===== config.mk =====
export PLATFORM = sky130hd
export DESIGN_NAME = psgc_tracker
export DESIGN_NICKNAME = d
export VERILOG_FILES = /design/src/hw/rtl/psgc_pkg.sv /design/src/hw/rtl/psgc_tracker.sv
export SDC_FILE = /design/constraint.sdc
export NUM_CORES = 1
export LEC_CHECK = 0
export ABC_AREA = 1
export BUFFER_PORTS_ARGS = -buffer_cell sky130_fd_sc_hd__buf_2
export CAP_MARGIN = 20
export CORE_MARGIN = 10
export CORE_UTILIZATION = 50
export CTS_BUF_LIST = sky130_fd_sc_hd__clkbuf_16
export DETAILED_ROUTE_END_ITERATION = 8
export GPL_TIMING_DRIVEN = 0
export PLACE_DENSITY = 0.73
export SYNTH_ARGS = -nofsm -noshare
export SYNTH_HDL_FRONTEND = slang
export SYNTH_SLANG_ARGS = --single-unit

===== constraint.sdc =====
create_clock -name clock -period 13.85 [get_ports clock]
set_input_delay 4.155 -clock clock [delete_from_list [all_inputs] [get_ports clock]]
set_output_delay 4.155 -clock clock [all_outputs]
set_load 0.005 [all_outputs]

===== src/hw/rtl/psgc_pkg.sv =====
// Types and constants of the packet sequence gap checker.
package psgc_pkg;

   localparam int MAX_PACKET = 1500;
   localparam int POS_W      = $clog2(MAX_PACKET + 1);
   localparam int LEN_W      = 11;
   localparam int SEQ_W      = 64;
   localparam int CNT_W      = 16;
   localparam int TOTAL_W    = 32;

   typedef logic [POS_W-1:0]   pos_type;
   typedef logic [LEN_W-1:0]   len_type;
   typedef logic [SEQ_W-1:0]   seq_type;
   typedef logic [CNT_W-1:0]   cnt_type;
   typedef logic [TOTAL_W-1:0] total_type;

   // Header layout: sequence number bytes, count bytes, minimum datagram size.
   localparam pos_type SEQ_FIRST = pos_type'(10);
   localparam pos_type CNT_FIRST = pos_type'(18);
   localparam pos_type MIN_LEN   = pos_type'(20);
   localparam pos_type MAX_POS   = pos_type'(MAX_PACKET);

   typedef enum logic [2:0] {
      VERDICT_SHORT     = 3'd0,
      VERDICT_HEARTBEAT = 3'd1,
      VERDICT_DUPLICATE = 3'd2,
      VERDICT_IN_ORDER  = 3'd3,
      VERDICT_GAP       = 3'd4
   } verdict_type;

   typedef struct packed {
      logic [7:0] data_byte;
      logic       last_byte;
   } req_type;

   typedef struct packed {
      verdict_type verdict;
      len_type     datagram_size;
      seq_type     sequence_number;
      cnt_type     message_count;
      seq_type     missing_count;
      total_type   received_total;
      total_type   duplicate_total;
      total_type   gap_total;
   } rsp_type;

   // Header fields as seen with the current byte included.
   typedef struct packed {
      pos_type len;
      seq_type seq;
      cnt_type cnt;
   } hdr_type;

endpackage


===== src/hw/rtl/psgc_tracker.sv =====
// Sequence tracking, packet classification and running totals.
module psgc_tracker (
   input  logic              clock,
   input  logic              reset,
   input  logic              commit,
   input  psgc_pkg::hdr_type hdr,
   output psgc_pkg::rsp_type result
);

   psgc_pkg::seq_type   expected_ff;
   psgc_pkg::seq_type   expected_in;
   logic                awaiting_ff;
   logic                awaiting_in;
   psgc_pkg::total_type received_ff;
   psgc_pkg::total_type received_in;
   psgc_pkg::total_type duplicate_ff;
   psgc_pkg::total_type duplicate_in;
   psgc_pkg::total_type gap_ff;
   psgc_pkg::total_type gap_in;

   psgc_pkg::seq_type   expected_now;
   psgc_pkg::seq_type   diff;
   logic                borrow;
   logic                is_short;
   logic                is_heartbeat;

   // The first counted packet defines the expected sequence.
   assign expected_now = awaiting_ff ? hdr.seq : expected_ff;
   assign {borrow, diff} = {1'b0, hdr.seq} - {1'b0, expected_now};
   assign is_short = hdr.len < psgc_pkg::MIN_LEN;
   assign is_heartbeat = hdr.cnt == '0;

   always_comb begin
      expected_in = expected_ff;
      awaiting_in = awaiting_ff;
      received_in = received_ff;
      duplicate_in = duplicate_ff;
      gap_in = gap_ff;
      result.verdict = psgc_pkg::VERDICT_SHORT;
      result.datagram_size = psgc_pkg::len_type'(hdr.len);
      result.sequence_number = '0;
      result.message_count = '0;
      result.missing_count = '0;
      if (!is_short) begin
         result.sequence_number = hdr.seq;
         result.message_count = hdr.cnt;
         if (is_heartbeat) begin
            result.verdict = psgc_pkg::VERDICT_HEARTBEAT;
         end else begin
            awaiting_in = 1'b0;
            expected_in = expected_now;
            if (borrow) begin
               result.verdict = psgc_pkg::VERDICT_DUPLICATE;
               duplicate_in = duplicate_ff + psgc_pkg::total_type'(1);
            end else begin
               if (diff != '0) begin
                  result.verdict = psgc_pkg::VERDICT_GAP;
                  result.missing_count = diff;
                  gap_in = gap_ff + psgc_pkg::total_type'(1);
               end else begin
                  result.verdict = psgc_pkg::VERDICT_IN_ORDER;
               end
               expected_in = hdr.seq + psgc_pkg::seq_type'(hdr.cnt);
               received_in = received_ff + psgc_pkg::total_type'(1);
            end
         end
      end
      result.received_total = received_in;
      result.duplicate_total = duplicate_in;
      result.gap_total = gap_in;
   end

   always_ff @(posedge clock) begin
      if (reset) begin
         expected_ff <= '0;
         awaiting_ff <= 1'b1;
         received_ff <= '0;
         duplicate_ff <= '0;
         gap_ff <= '0;
      end else if (commit) begin
         expected_ff <= expected_in;
         awaiting_ff <= awaiting_in;
         received_ff <= received_in;
         duplicate_ff <= duplicate_in;
         gap_ff <= gap_in;
      end
   end

endmodule


==> flow_summary_export.csv <==
group,metric,value,unit
timing,hold_viol,0,
timing,maxSlewViolCount,0,
logic_synthesis,synth_xor_area_share,5.132,%
logic_synthesis,post_synth_main_area_contributors,"nand2_1, dfxtp_1, inv_1, nor2_1, ha_1",
logic_synthesis,yosys-top-cells-count,"nand2_1, inv_1, nor2_1",
logic_synthesis,synth_top_area_share,20.91,%
cts,htree_levels,4,
finish,drive_gt1_share,14.41,%
logic_synthesis,synth-seq-cells,161,
setup_path,r2r_start,"awaiting_ff$_SDFFE_PP1P_",
timing,period_minus_slack,12.71,ns
logic_synthesis,ys_seq_area_share,16.44,%
setup_path,r2r_setup_slack,8.34,ns
logic_synthesis,synth.most_common_cell,"nand2_1",
finish,fillCellCount,4269,
logic_synthesis,synth_edf_count,0,
die,die-width,218.0,µm
timing,fin_crit_sh,91.78,%
setup_path,slowest_stage,"ha_1",
setup_path,worstSetupPathType,"in -> out",
setup_path,cpMostUsedCell,"nand2_1",
setup_path,r2r-end,"gap_ff[0]$_SDFFE_PP0P_",
cts,cts_buffers,17,
routing,drc,0,
logic_synthesis,mappedNetlistArea,19600,µm²
logic_synthesis,synth_nets,3788,
finish,final_cell_area,22570,µm²
logic_synthesis,synth_compound_gate_area_share,14.83,%
setup_path,cp_cell_sequence,"buf_2 -> inv_1 -> nand2_1 -> o21ai_0 -> ha_1 -> nand2_1 -> nor2_1 -> nand2_1 -> nor2_1 -> nand3_1 -> nand3_1 -> nand2_1 -> nand2_1 -> nand2_1 -> nor2_1 -> nand2_1 -> nor2_1 -> nand4_2 -> nand2_1 -> buf_4 -> buf_4 -> nor2_1 -> buf_2",
placed_design,port_buffers,343,
setup_path,worst-path-max-fanout,10,
grt,grt-ovfl-total,0,
logic_synthesis,synth.mux.area_fraction,0,%
timing,setup_violations,0,
die,num_rows,72,
setup_path,cp-endpoint,"result[113]",
setup_path,endpoint_kind,"output pin",
logic_synthesis,async_flop_share,0,%
timing,rsz0062_at_grt,"no",
timing,slew_headroom,29.29,%
routing,vias,23580,
die,dieArea,47520,µm²
setup_path,critPathLaunch,"hdr[58]",
routing,firstDrtPassIters,7,
timing,worst_pin_slew,1.050,ns
die,start_util,50.60,%
finish,area_growth,15.14,%
cts,cts_buffer_depth,2,
outcome,status,"finished clean",
logic_synthesis,netlist_instances,3608,
cts,clk_pin_slew_worst_paths,0.06,ns
grt,grt_pass1_vias,21980,
timing,fin_tns_setup,0,ns
logic_synthesis,syn_area_per_cell,5.433,µm²
hold_path,hp-class,"reg -> reg",
logic_synthesis,synthFlopType,"dfxtp_1",
routing,routed_wl,80370,µm
die,fp.coreArea,38740,µm²
cts,clk_latency,0.45,ns
setup_path,required,9.69,ns
placed_design,place_area,21970,µm²
die,ioPinCount,348,
cts,cts_hold_repair.buffers,0,
logic_synthesis,synthAdderAreaFrac,5.566,%
placed_design,gp_congestion,1.070,
cts,cts_root_buffer,"clkbuf_16",
cts,post_cts_resize_count,0,
placed_design,dp_hpwl,67220,µm
setup_path,critPathLaunchType,"input port",
routing,vias_per_cell,5.234,
logic_synthesis,yosysTopAreaCell,"nand2_1",
cts,cts_setup_buffers,0,
grt,antenna_found_initial,2,
logic_synthesis,synth-simple-area-share,40.92,%
power_and_ir_drop,ir_worst_vdd,0.1010,mV
routing,first_iter_violations,2121,
power_and_ir_drop,leakage,12.60,nW
cts,cts_tree,"built",
logic_synthesis,yosysWarnings,0,
timing,skew,0.01288,ns
setup_path,rr_worst_depth,28,
die,die-height,218.0,µm
grt,grt_usage,32.64,%
setup_path,critPathMaxStageDelay,0.55,ns
grt,grt_max_degree,17,
logic_synthesis,ys_types,48,
setup_path,arrival,8.56,ns
power_and_ir_drop,pwr_density_cell,88.45,nW/µm²
timing,max_freq,78.67,MHz
routing,drtAntennaViolNets,0,
cts,clock-sinks,161,
grt,grt_first_pass_wirelength,122200,µm
job,drv_cap,0,
routing,wl_per_cell,17.84,µm
logic_synthesis,synth_top_family_by_area,"simple AND/OR/NAND/NOR gates",
finish,finalNetCount,4150,
## layout make-up
type                    instances  area [µm²]  area share (%)
diodes                          4       10.01         0.04435
plain buffers                 119       621.8           2.755
clock buffers                  17       425.4           1.885
clock inverters                15       167.7          0.7429
inverters                     728        2733           12.11
multi-input cells            2600       13020           57.71
flip-flops and latches        161        3223           14.28
well taps                     518       648.1           2.872
repair buffers                343        1717           7.606
## logic make-up (layout without fill, tap and decap cells)
family          Yosys count  in the layout
flops                   161            161
compound gates          523            523
simple gates           1877           1877
buf+inv                 847           1222
fa+ha+maj                86             86
other cells               0              4
xor+xnor                114            114
## power breakdown
part | internal (mW) | switching, mW
clock | 0.282 | 0.213
combinational | 0.315 | 0.658
sequential | 0.502 | 0.0274
total | 1.10 | 0.898
## metal layers
metal / track usage [%] / vias to the layer above / wire length, µm
met5: 0 / - / 0
li1: - / 11890 / -
met3: 5.035 / 223 / 6881
met4: 17.31 / 0 / 4454
met2: 54.16 / 1044 / 36670
met1: 39.97 / 10430 / 32360
## layout by cell type (no fill, tap or decap), drive strengths merged
cell type	count
and3	1
clkbuf	91
or2	2
o21bai	12
bufinv	3
a21oi	237
xor2	91
dlygate4sd1	5
inv	726
and2	5
nand4	33
o221ai	5
dfxtp	161
o31ai	3
a21o	2
nand3	188
nor3	88
nor3b	2
o211ai	29
nand3b	10
o21a	7
o21ai	217
clkinvlp	3
fa	2
ha	84
xnor2	23
nor2	391
nand2	1128
diode	4
nor4	29
clkinv	11
o311ai	3
buf	383
a31oi	8
## flip-flops by register name, summed over array words and instances, names as in the netlist
register      flops
gap_ff           32
duplicate_ff     32
expected_ff      64
awaiting_ff       1
received_ff      32
## critical path: cells and delay by family
family | cells | cell delay [ns]
buffers and inverters | 5 | 1.03
adder cells (fa/ha/maj) | 1 | 0.55
AO/OA/AOI/OAI | 1 | 0.24
AND/OR/NAND/NOR | 16 | 2.53
## stage by stage
step / setup WS (ns) / cells / utilization, % / power (mW) / hold WS (ns)
4_1_cts: 1.374 / 4501 / 58.24 / 1.976 / 0.4622
3_5_place_dp: 1.386 / 4469 / 56.71 / 1.488 / 0.4516
3_3_place_gp: 1.374 / 4469 / 56.71 / 1.485 / 0.4494
2_1_floorplan: 3.037 / 3608 / - / 1.148 / 0.4418
6_report: 1.139 / 4505 / 58.26 / 1.996 / 0.4617
5_1_grt: 0.8806 / 4503 / 58.25 / 2.127 / 0.4762
## how the worst min path moves through the flow
stage                                   endpoint                         start  slack [ns]  depth (start not counted)
floorplan           expected_ff[18]$_SDFFE_PP0P_  expected_ff[18]$_SDFFE_PP0P_        0.44                          2
global placement    expected_ff[16]$_SDFFE_PP0P_  expected_ff[16]$_SDFFE_PP0P_        0.45                          2
detailed placement  expected_ff[47]$_SDFFE_PP0P_  expected_ff[47]$_SDFFE_PP0P_        0.45                          2
CTS                 expected_ff[57]$_SDFFE_PP0P_  expected_ff[57]$_SDFFE_PP0P_        0.46                          2
global route        expected_ff[50]$_SDFFE_PP0P_  expected_ff[50]$_SDFFE_PP0P_        0.48                          2
finish              expected_ff[23]$_SDFFE_PP0P_  expected_ff[23]$_SDFFE_PP0P_        0.46                          2
(Power assumes the default switching activity.)
